--- config.mk ---
export PLATFORM = sky130hd
export DESIGN_NAME = bba_pending
export DESIGN_NICKNAME = d
export VERILOG_FILES = /design/src/hw/rtl/assert_macros.svh /design/src/hw/rtl/bba_pkg.sv /design/src/hw/rtl/bba_pending.sv
export SDC_FILE = /design/constraint.sdc
export NUM_CORES = 1
export LEC_CHECK = 0
export ABC_AREA = 1
export BUFFER_PORTS_ARGS = -buffer_cell sky130_fd_sc_hd__buf_2
export CORE_ASPECT_RATIO = 2
export CORE_UTILIZATION = 40
export CTS_BUF_LIST = sky130_fd_sc_hd__clkbuf_4 sky130_fd_sc_hd__clkbuf_8 sky130_fd_sc_hd__clkbuf_16
export CTS_CLUSTER_DIAMETER = 40
export DETAILED_ROUTE_END_ITERATION = 10
export GPL_TIMING_DRIVEN = 0
export SETUP_SLACK_MARGIN = 0.2
export SLEW_MARGIN = 40
export SYNTH_ARGS = -nofsm -noshare
export SYNTH_HDL_FRONTEND = slang
export SYNTH_SLANG_ARGS = --single-unit
--- constraint.sdc ---
create_clock -name clk -period 2.8 [get_ports clk]
set_clock_uncertainty 0.15 [all_clocks]
set_input_delay 0.28 -clock clk [delete_from_list [all_inputs] [get_ports clk]]
set_output_delay 0.28 -clock clk [all_outputs]
set_load 0.02 [all_outputs]
--- src/hw/rtl/assert_macros.svh ---
// Assertion macros used by the top-level RTL file.
`ifndef ASSERT_MACROS_SVH
`define ASSERT_MACROS_SVH

// Check a property on every clock edge, skip while in reset.
`define BBA_ASSERT(lbl, prop, msg) \
    lbl: assert property (@(posedge clk) disable iff (!rst_n) prop) else $error(msg);

// Check a property on every clock edge, reset included.
`define BBA_ASSERT_ALWAYS(lbl, prop, msg) \
    lbl: assert property (@(posedge clk) prop) else $error(msg);

`endif

--- src/hw/rtl/bba_pkg.sv ---
// Package: types, codes and defaults of the bitmap block allocator.
`default_nettype none
package bba_pkg;

    localparam int DEF_MAX_BLOCKS     = 4096;
    localparam int DEF_BITS_PER_CHUNK = 256;
    localparam int DEF_PENDING_DEPTH  = 64;

    localparam int RESERVED_BLOCKS = 2;
    localparam int WORD_W          = 32;
    localparam int BIT_W           = 5;
    localparam int TB_W            = 13;
    localparam int BLK_W           = 12;
    localparam int CNT_OUT_W       = 7;
    localparam int DIRTY_OUT_W     = 16;
    localparam int PADDR_W         = 3;

    localparam logic [2:0] MODE_INIT     = 3'd0;
    localparam logic [2:0] MODE_MARK     = 3'd1;
    localparam logic [2:0] MODE_ALLOC    = 3'd2;
    localparam logic [2:0] MODE_FREE     = 3'd3;
    localparam logic [2:0] MODE_COMMIT   = 3'd4;
    localparam logic [2:0] MODE_CLEAR    = 3'd5;

    localparam logic [1:0] STAT_OK       = 2'd0;
    localparam logic [1:0] STAT_NO_SPACE = 2'd1;
    localparam logic [1:0] STAT_RANGE    = 2'd2;
    localparam logic [1:0] STAT_FULL     = 2'd3;

    typedef struct packed {
        logic [2:0]       mode;
        logic [BLK_W-1:0] block_number;
    } in_item_t;

    typedef struct packed {
        logic [1:0]             status;
        logic [BLK_W-1:0]       granted_block;
        logic [BLK_W-1:0]       free_count;
        logic [CNT_OUT_W-1:0]   released_count;
        logic [CNT_OUT_W-1:0]   pending_count;
        logic [DIRTY_OUT_W-1:0] dirty_chunks;
    } out_item_t;

    typedef struct packed {
        logic we;
        logic clear;
    } bm_ctl_t;

    typedef enum logic [2:0] {
        S_IDLE,
        S_MU_WR,
        S_AL_RD,
        S_AL_CHK,
        S_CM_RDP,
        S_CM_RDB,
        S_CM_WR,
        S_DONE
    } state_t;

endpackage
`default_nettype wire

--- src/hw/rtl/bba_pending.sv ---
// Deferred free list storage: one write port, one registered read port.
`default_nettype none
module bba_pending #(
    parameter int PD   = 64,
    parameter int PA_W = 6
) (
    input  wire                        clk,
    input  wire                        we,
    input  wire [PA_W-1:0]             waddr,
    input  wire [bba_pkg::BLK_W-1:0]   wdata,
    input  wire [PA_W-1:0]             raddr,
    output logic [bba_pkg::BLK_W-1:0]  rdata
);
    import bba_pkg::*;

    logic [BLK_W-1:0] mem [PD];
    logic [BLK_W-1:0] rd_reg;

    always_ff @(posedge clk)
    begin
        if (we)
        begin
            mem[waddr] <= wdata;
        end
        rd_reg <= mem[raddr];
    end

    assign rdata = rd_reg;

endmodule
`default_nettype wire

== Word level (Yosys, flattened, before mapping) ==
Memories as Yosys holds them, arrays and structs flattened. A register that Yosys moved wholly into a read port is not among the register bits.
Index checks and enable logic that the tools add are counted.

* Memories: 1
* Register bits: 0
* Memory bits (writable): 768
* Output and inout bits: 12
* Logic and storage cells: 3
* Bits of input ports: 26

* Mux-type cells: 2

{| class="wikitable"
|+ Memories
! name !! depth !! width !! rd ports !! clocked after Yosys merged registers in !! wr ports !! RTL line !! text
|-
| mem || 64 || 12 || 1 || 1 || 1 || bba_pending.sv:16 || <nowiki>logic [BLK_W-1:0] mem [PD];</nowiki>
|}

{| class="wikitable"
|+ Operators by type and width
! kind !! number
|-
| 1-bit 2-to-1 mux || 2
|}

== Logic depth before layout (Yosys ltp) ==
* Word-level depth: 2
* Depth in mapped cells: 12
* Mapped depth without buffers: 9

== Least setup slack after synthesis ==
OpenSTA, ideal clock, no wires.

* Path type: input to register
* From: in we
* To: mem mem[48][0], enable pin
* Buffers on the path: 1
* Arrival: 2.027 ns
* Path slack: 0.210 ns
* Data required time: 2.237 ns
* Setup time: 0.413 ns
* Stages: 3
* Cell sequence: clkbuf_1 nand4_1 nor4_1

* Longest elaborated chain between the ends: 2

{| class="wikitable"
|+ RTL lines
! what !! RTL line !! text
|-
| from (decl) || bba_pending.sv:8 || <nowiki>input wire we,</nowiki>
|-
| 1-bit 2-to-1 mux || bba_pending.sv:21 || <nowiki>if (we)</nowiki>
|-
| 1-bit 2-to-1 mux (implied by the code) || bba_pending.sv:23 || <nowiki>mem[waddr] <= wdata;</nowiki>
|-
| to (decl) || bba_pending.sv:16 ||
|}

Every way passes these cells.

==> impl_metrics.toml <==
[die]
row_count = 145
die_w_microns = 201
dieHeight_microns = 400
die_area_sq_um = 80400
io_pins = 38
core-area_sq_um = 78200
start_util_pct = 40.5

[run_status]
outcome = "finished, final reports clean"

[synth]
synth-xor-area-share_pct = 0
syn_nets = 2687
syn-cell-area_sq_um = 31700
synth_cell_type_count = 16
netlist_top_cells_area = "edfxtp_1 73%, nand2_1 12%, nand3_1 10%"
synth_top_family_by_area = "simple AND/OR/NAND/NOR gates"
synthMuxAreaShare_pct = 0
syn_inst = 2661
yosys.area_share.adder_pct = 0
synthSimpleGateAreaFrac_pct = 22.9
synth_seq_area_share_pct = 73.6
yosysWarnings = 0
synth_compound_area_share_pct = 0
ys_ff_latch = 780
syn_avg_cell_area_sq_um = 11.9
synth_top_area_share_pct = 72.8
yosys.area.top_type = "edfxtp_1"

[power]
internal_power_uw = 19400
p_comb_share_pct = 7.5
seq_power_share_pct = 51.2
vdd_ir_drop_max_mv = 0.392
clkPwrFrac_pct = 41.3
power_uw = 25300
p_leak_uw = 0.0132
power-per-cell-area_nw_per_um2 = 691
p_sw_share_pct = 23.4
power.net_switching_uw = 5930

[flow_run]
cap_violations = 0

[detailed_routing]
first_iter_violations = 2051
drcViolationCount = 0
dr.pass1.iters = 6
wl_mm = 106
drt-vias-per-instance = 5.53
postRouteAntennaNets = 0
vias = 21600
wire_per_inst_microns = 27.1

[placement]
dp_hpwl_mm = 76.5
portBuffers = 30
place_area_sq_um = 33900
place_congestion = 0.991
pre_cts_slack_ns = -0.229

[cells_and_area]
final_common_cell = "nand2_1"
areaGrowthSynthToFinish_pct = 15.6
n_fill_cell = 6838
layout-drive-gt1-share_pct = 13.8
final_cell_mix = "972 x nand2_1, 768 x edfxtp_1, 653 x nand3_1, 119 x buf_2, 76 x clkbuf_16"
final_util_pct = 46.8
final_area_sq_um = 36600
fin_nets = 2845

[sta]
setup_viol = 0
setup_slack_ns = 0.306
rsz0062_at_grt = "no"
finalCritPeriodShare_pct = 89.1
tightest_slew_ns = 0.882
fin_crit_ns = 2.49
slew_violations = 0
fmax_mhz = 401
fin_hold_ws_ns = 0.0869
finalHoldViolations = 0
maxSlewHeadroom_pct = 41.2

[clocking]
numClockSinks = 780
clk_pin_slew_worst_paths_ns = 0.06
post_cts_resized = 0
cts.path.max_buffers = 3
numCtsBuffers = 71
holdBufCountCts = 12
h-tree-depth = 3
insertion_delay_ns = 0.67
tritoncts = "done"
cts-root-buf = "clkbuf_16"
post_cts_buffers = 0

[global_route]
grt_pass1_vias = 21700
grt_usage_pct = 26.5
antenna_found_initial = 2
grt_pass1_wl_mm = 148
overflow = 0
grt_max_degree = 65

[worst_setup_path]
cp_max_fo = 10
path_class = "input pin to register"
start_kind = "input pin"
rrSetupSlack_ns = 0.62
cp-end-kind = "register"
cp.arrival_ns = 2.93
required_ns = 3.24

[min_path]
min_path_type = "input pin to register"
-- cell type report --
cell class                      instances  area [sq um]  area share (%)
Inverter                               12          50.0           0.137
Buffer                                169          1080            2.95
Antenna cell                            1          2.50         0.00684
Clock buffer                           89          2000            5.46
Timing Repair Buffer                   85           801            2.19
Sequential cell                       780         23300            63.6
Tap cell                             1029          1290            3.52
Multi-Input combinational cell       1700          7590            20.7
Clock inverter                         41           498            1.36
-- stage by stage --
stage	setup TNS [ns]	std cells
2_1_floorplan	0	2661
3_3_place_gp	-174.56	3720
3_5_place_dp	-24.45	3759
4_1_cts	0	3901
5_1_grt	0	3905
6_report	0	3906
-- power by group through the flow --
| stage | logic (uW) | clock network (uW) | registers [uW] |
|---|---|---|---|
| after floorplan | 871 | 0 | 13200 |
| after global placement | 1750 | 0 | 13200 |
| after detailed placement | 1840 | 0 | 13200 |
| after CTS | 1860 | 10500 | 12900 |
| after global routing | 1990 | 10900 | 12900 |
| final | 1900 | 10500 | 12900 |
-- worst paths after layout --
path                    start          end  cells past startpoint
hold reg to reg    mem[22][0]     rdata[0]                      8
setup reg to reg  mem[36][11]    rdata[11]                      9
setup / recovery     raddr[2]    rdata[11]                     10
hold / removal      wdata[10]  mem[27][10]                      1
-- per-layer routing --
metal	part of all wire, %	vias to the layer above	global-route usage (%)
met4	11	2	25.2
li1	-	9687	-
met3	5.9	421	4.27
met2	53	1081	48.6
met1	31	10400	24.7
met5	0.0076	-	0
-- worst max-delay path, cell delays in order --
cell           delay (ns)
buf_4                0.24
buf_4                0.32
buf_1                0.55
nand3_1              0.30
nand2_1              0.21
nand2_1              0.08
nand3_1              0.11
nand3_1              0.12
nand2_1              0.11
dlygate4sd3_1        0.57
-- logic make-up (layout without fill, tap and decap cells) --
group / count (synthesis) / after routing
flip-flops: 780 / 780
AND/OR/NAND/NOR: 1700 / 1700
buffers and inverters: 181 / 396
other: 0 / 1
-- synth_stat cells --
library cell / number
nand2_1: 972
nor4_1: 8
nand4_1: 9
buf_1: 9
buf_6: 37
buf_8: 1
inv_6: 1
dfxtp_1: 12
edfxtp_1: 768
buf_2: 80
clkbuf_1: 27
inv_1: 10
nand3_1: 655
buf_4: 15
inv_2: 1
nor2_1: 56
-- flip-flops by register name, indices dropped and copies added (netlist names) --
name and count:
mem 768, rdata 12
No activity file was read; power rests on OpenSTA's default activity.
