## src/hw/rtl/assert_macros.svh

```systemverilog
// Assertion macros used by the top-level RTL file.
`ifndef ASSERT_MACROS_SVH
`define ASSERT_MACROS_SVH

// Check a property on every clock edge, skip while in reset.
`define BBA_ASSERT(lbl, prop, msg) \
    lbl: assert property (@(posedge clk) disable iff (!rst_n) prop) else $error(msg);

// Check a property on every clock edge, reset included.
`define BBA_ASSERT_ALWAYS(lbl, prop, msg) \
    lbl: assert property (@(posedge clk) prop) else $error(msg);

`endif

```

## src/hw/rtl/bba_pkg.sv

```systemverilog
// Package: types, codes and defaults of the bitmap block allocator.
`default_nettype none
package bba_pkg;

    localparam int DEF_MAX_BLOCKS     = 4096;
    localparam int DEF_BITS_PER_CHUNK = 256;
    localparam int DEF_PENDING_DEPTH  = 64;

    localparam int RESERVED_BLOCKS = 2;
    localparam int WORD_W          = 32;
    localparam int BIT_W           = 5;
    localparam int TB_W            = 13;
    localparam int BLK_W           = 12;
    localparam int CNT_OUT_W       = 7;
    localparam int DIRTY_OUT_W     = 16;
    localparam int PADDR_W         = 3;

    localparam logic [2:0] MODE_INIT     = 3'd0;
    localparam logic [2:0] MODE_MARK     = 3'd1;
    localparam logic [2:0] MODE_ALLOC    = 3'd2;
    localparam logic [2:0] MODE_FREE     = 3'd3;
    localparam logic [2:0] MODE_COMMIT   = 3'd4;
    localparam logic [2:0] MODE_CLEAR    = 3'd5;

    localparam logic [1:0] STAT_OK       = 2'd0;
    localparam logic [1:0] STAT_NO_SPACE = 2'd1;
    localparam logic [1:0] STAT_RANGE    = 2'd2;
    localparam logic [1:0] STAT_FULL     = 2'd3;

    typedef struct packed {
        logic [2:0]       mode;
        logic [BLK_W-1:0] block_number;
    } in_item_t;

    typedef struct packed {
        logic [1:0]             status;
        logic [BLK_W-1:0]       granted_block;
        logic [BLK_W-1:0]       free_count;
        logic [CNT_OUT_W-1:0]   released_count;
        logic [CNT_OUT_W-1:0]   pending_count;
        logic [DIRTY_OUT_W-1:0] dirty_chunks;
    } out_item_t;

    typedef struct packed {
        logic we;
        logic clear;
    } bm_ctl_t;

    typedef enum logic [2:0] {
        S_IDLE,
        S_MU_WR,
        S_AL_RD,
        S_AL_CHK,
        S_CM_RDP,
        S_CM_RDB,
        S_CM_WR,
        S_DONE
    } state_t;

endpackage
`default_nettype wire

```

## src/hw/rtl/bba_bitmap.sv

```systemverilog
// Bitmap word memory with per-word valid bits; invalid words read as zero.
`default_nettype none
module bba_bitmap #(
    parameter int NW   = 128,
    parameter int WA_W = 7
) (
    input  wire                  clk,
    input  wire                  rst_n,
    input  bba_pkg::bm_ctl_t     ctl,
    input  wire [WA_W-1:0]       waddr,
    input  wire [31:0]           wdata,
    input  wire [WA_W-1:0]       raddr,
    output logic [31:0]          rdata
);
    import bba_pkg::*;

    logic [WORD_W-1:0] mem [NW];
    logic [NW-1:0]     valid_reg;
    logic [WORD_W-1:0] rd_reg;
    logic              rvalid_reg;

    always_ff @(posedge clk)
    begin
        if (ctl.we)
        begin
            mem[waddr] <= wdata;
        end
        rd_reg <= mem[raddr];
    end

    always_ff @(posedge clk or negedge rst_n)
    begin
        if (!rst_n)
        begin
            valid_reg  <= '0;
            rvalid_reg <= 1'b0;
        end
        else
        begin
            rvalid_reg <= valid_reg[raddr];
            if (ctl.clear)
            begin
                valid_reg <= '0;
            end
            else if (ctl.we)
            begin
                valid_reg[waddr] <= 1'b1;
            end
        end
    end

    assign rdata = rvalid_reg ? rd_reg : '0;

endmodule
`default_nettype wire

```

## config.mk

```make
export PLATFORM = sky130hd
export DESIGN_NAME = bba_bitmap
export DESIGN_NICKNAME = d
export VERILOG_FILES = /design/src/hw/rtl/assert_macros.svh /design/src/hw/rtl/bba_pkg.sv /design/src/hw/rtl/bba_bitmap.sv
export SDC_FILE = /design/constraint.sdc
export NUM_CORES = 2
export LEC_CHECK = 0
export BUFFER_PORTS_ARGS = -buffer_cell sky130_fd_sc_hd__buf_2
export CAP_MARGIN = 25
export CORE_MARGIN = 4
export CORE_UTILIZATION = 30
export DETAILED_ROUTE_END_ITERATION = 12
export PLACE_DENSITY = 0.53
export SLEW_MARGIN = 0
export SYNTH_ARGS = -nofsm -noshare
export SYNTH_HDL_FRONTEND = slang
export SYNTH_SLANG_ARGS = --single-unit
```

## constraint.sdc

```tcl
create_clock -name clk -period 2 [get_ports clk]
set_input_delay 0.4 -clock clk [delete_from_list [all_inputs] [get_ports clk]]
set_output_delay 0.4 -clock clk [all_outputs]
set_load 0.1 [all_outputs]
```

# Word-level counts from Yosys, hierarchy flattened
# Memory sizes are Yosys's and may differ from the RTL's. A register that Yosys moved wholly into a read port is not among the register bits.
# Cells that the tools add are included.
# totals
reg_bits	129
mem_bits_rw	4096
input_bits	50
out_inout_bits	32
memories	1
# mem_list
name	depth	width	read_ports	rd_clocked_by_memory_dff	wr	line	rtl
mem	128	32	1	1	1	bba_bitmap.sv:17	logic [WORD_W-1:0] mem [NW];
# classes
n_lt_le_gt_ge	3
muxes	9
bitwise_logic	1
n_reduce_logical	2
# op_table
operator	n
$mux 128	2
$or 128x128->128	1
$mux 32	1
$lt 7x8->1 const B	2
$bmux 1 s7	1
$demux 1 s7	1
$ge 7x1->1 const B	1
$mux 1	4
$reduce_bool 2->1	1
$logic_and 1x1->1	1

# Depth between registers and ports, before layout
# logic_depth
word_depth	7
ltp_mapped	8

# Least setup slack after synthesis
# No wires, ideal clock.
# synth_path
path_type	input to register
startpoint	input port ctl[1] (netlist name)
endpoint	memory mem[87][0], enable pin
t_arrival_ns	2.828
t_required_ns	1.579
setup_slack_ns	-1.250
stages	5
n_path_buf	2
cell_sequence	clkbuf_1 nand3b_1 or3b_2 clkbuf_1 nor2_1
# synth_between
elab_chain_cells	2
# synth_rtl
element	line	rtl
start, declared	bba_bitmap.sv:9	input bba_pkg::bm_ctl_t ctl,
$mux 1	bba_bitmap.sv:24	if (ctl.we)
$mux 1 (not written as such)	bba_bitmap.sv:26	mem[waddr] <= wdata;
end, declared	bba_bitmap.sv:17	
# Every way passes these cells.

==> impl_metrics.json <==
{
  "fillers": 48030,
  "drt-pass1-iter-count": 5,
  "cts_sinks": 4257,
  "place_congestion": 0.8054,
  "syn_nets": 6547,
  "r2r_cells": 4,
  "peakVddDrop_mv": 0.7536,
  "grt_setup_unrepaired": "true",
  "pwr_density_cell_nw_per_um2": 959.7,
  "syn-cell-area_um2": 162000,
  "yosysTopAreaCell": "edfxtp_1",
  "grt_start_max_net_pins": 129,
  "worstSetupPathType": "flop to flop",
  "ff2ff_setup_slack_ps": -650,
  "synth_seq_cells": 4257,
  "r2r_end": "rd_reg[9]$_DFF_P_",
  "setup_violations": 65,
  "violations": "setup timing",
  "grt_usage": 0.1718,
  "grt_pass1_wl_um": 663200,
  "endpoint_kind": "flop",
  "holdCritPathClass": "primary input to async pin",
  "routed_via_density": 5.113,
  "largest_reg_flops": 4096,
  "insertion_delay_ps": 990,
  "nets": 7680,
  "final_cell_mix": "edfxtp_1, mux4_2, buf_4",
  "placed_area_um2": 184300,
  "finalNonFillerCells": 15209,
  "hold_viol_final": 0,
  "dp_cells": 14336,
  "layout_setup_ws_ps": -648.7,
  "final_common_cell": "edfxtp_1",
  "required_ps": 2850,
  "cts_buffers": 436,
  "pre_cts_ws_ps": -1568,
  "portBuffers": 81,
  "netlist_instances": 6497,
  "initial_utilization": 0.3013,
  "die_h_um": 742.8,
  "fmax_mhz": 377.5,
  "slew_violations": 0,
  "htree_num_levels": 5,
  "finClkSkew_ps": 68.86,
  "multi_input_area_um2": 34750,
  "cp-start-kind": "flop",
  "pin_count": 82,
  "timing_worst_slew_pin_value_ps": 894.5,
  "cts_root_buffer": "clkbuf_16",
  "overflow": 0,
  "whs_ps": 68.86,
  "worstReg2RegStart": "mem[86][9]$_DFFE_PP_",
  "antenna_found_initial": 72,
  "period_needed_ps": 2649,
  "drive_gt1_frac": 0.4097,
  "finalInstanceArea_um2": 199200,
  "status": "finished with violations",
  "clk_pin_slew_ps": 60,
  "synth_cell_type_count": 30,
  "slew_headroom": 0.4037,
  "wl_per_cell_um": 31.71,
  "drt_iter0_markers": 10529,
  "cp_max_fo": 1,
  "cts_tree": "yes",
  "synth.area.top_cells": "edfxtp_1, mux4_2, dfrtp_1",
  "synth_top_area_share": 0.7594,
  "final_util": 0.3706,
  "vias": 77761,
  "ys_seq_area_frac": 0.7832,
  "drt_drc_violations_left": 0,
  "first_global_vias": 79068,
  "clk_path_buf_depth": 4,
  "antenna_left": 0,
  "dpl.hpwl_um": 308800,
  "regArea_um2": 126900,
  "dieWidth_um": 742.8,
  "drt-total-wl_um": 482300,
  "coreArea_um2": 537500,
  "dieArea_um2": 551700,
  "fin_crit_sh": 1.324,
  "leakage_nw": 62.64,
  "crit_arrival_ps": 3500,
  "area_delta_synth_final_pct": 22.98,
  "syn_area_per_cell_um2": 24.93,
  "yosys_warnings": 0,
  "maxCapViolCount": 0,
  "core.rowCount": 269
}
## cell type report
cell class,instances,area share
multi-input cells,1881,0.1744
diodes,25,0.0003141
well taps,7181,0.04511
flip-flops and latches,4257,0.6370
repair buffers,1054,0.07131
clock buffers,526,0.05756
clock inverters,285,0.01430
## synth_stat cells
cell and count:
clkbuf_1 222, nand2_1 2, dfrtp_1 129, edfxtp_1 4096, and2_1 33, nand3_1 1
or4_1 1, nor2_1 361, buf_2 93, nor3_1 1, buf_1 42, or4b_2 5
o21ba_2 1, nand4b_1 7, or2_2 1, nand4bb_1 6, mux4_2 1386, buf_4 1
nor3b_1 4, or3b_2 4, and3_1 1, dfxtp_1 32, buf_6 1, nand4_1 3
or3_1 1, and4_1 1, nand3b_1 3, and3b_1 2, a21oi_1 24, mux2_2 33
## critical path, stage by stage, from the launching register on
cell and delay, ps:
edfxtp_1 370, mux4_2 490, mux4_2 640, mux4_2 670
mux2_2 320
## worst max path at each step
stage                    startpoint                   end  slack [ps]  depth (start not counted)
2_1_floorplan              raddr[0]  rvalid_reg$_DFF_PN0_        -810                          8
4_1_cts         mem[5][6]$_DFFE_PP_     rd_reg[6]$_DFF_P_        -640                          4
3_3_place_gp               raddr[0]    rd_reg[19]$_DFF_P_       -1590                          8
3_5_place_dp               raddr[0]    rd_reg[20]$_DFF_P_       -1570                          8
5_1_grt         mem[7][2]$_DFFE_PP_     rd_reg[2]$_DFF_P_        -660                          4
6_report       mem[86][9]$_DFFE_PP_     rd_reg[9]$_DFF_P_        -650                          4
## logic make-up after synthesis
kind of cell           share of synthesized area
AO/OA/AOI/OAI                          0.0008034
buffers and inverters                   0.009107
flip-flops                                0.7832
multiplexers                              0.1950
AND/OR/NAND/NOR                          0.01183
## power by group
group / switching (mW) / internal (mW)
clock: 34.7 / 46.7
combinational: 6.52 / 4.57
sequential: 0.519 / 98.1
total: 41.7 / 149
## timing repair
item,CTS,global route
hold buffers,33,0
endpoints found under the setup margin,65,65
cloned,0,4
hold endpoints to repair,1437,0
setup buffers,0,1
pin swaps,3,0
resized for setup,49,11
## per-stage QoR
step | TNS [ps] | power (mW)
2_1_floorplan | -1515460 | 105.1
3_3_place_gp | -1112050 | 111.4
3_5_place_dp | -1111960 | 111.6
4_1_cts | -34940 | 192.8
5_1_grt | -37160 | 197.1
6_report | -34450 | 191.2
## layer usage
metal / track usage / vias up / share of wire
li1: - / 30517 / -
met1: 0.2471 / 43174 / 0.43
met2: 0.2680 / 3450 / 0.46
met3: 0.03398 / 596 / 0.085
met4: 0.04410 / 24 / 0.026
met5: 0 / - / 0.00034
Power figures use the tool's default switching activity.
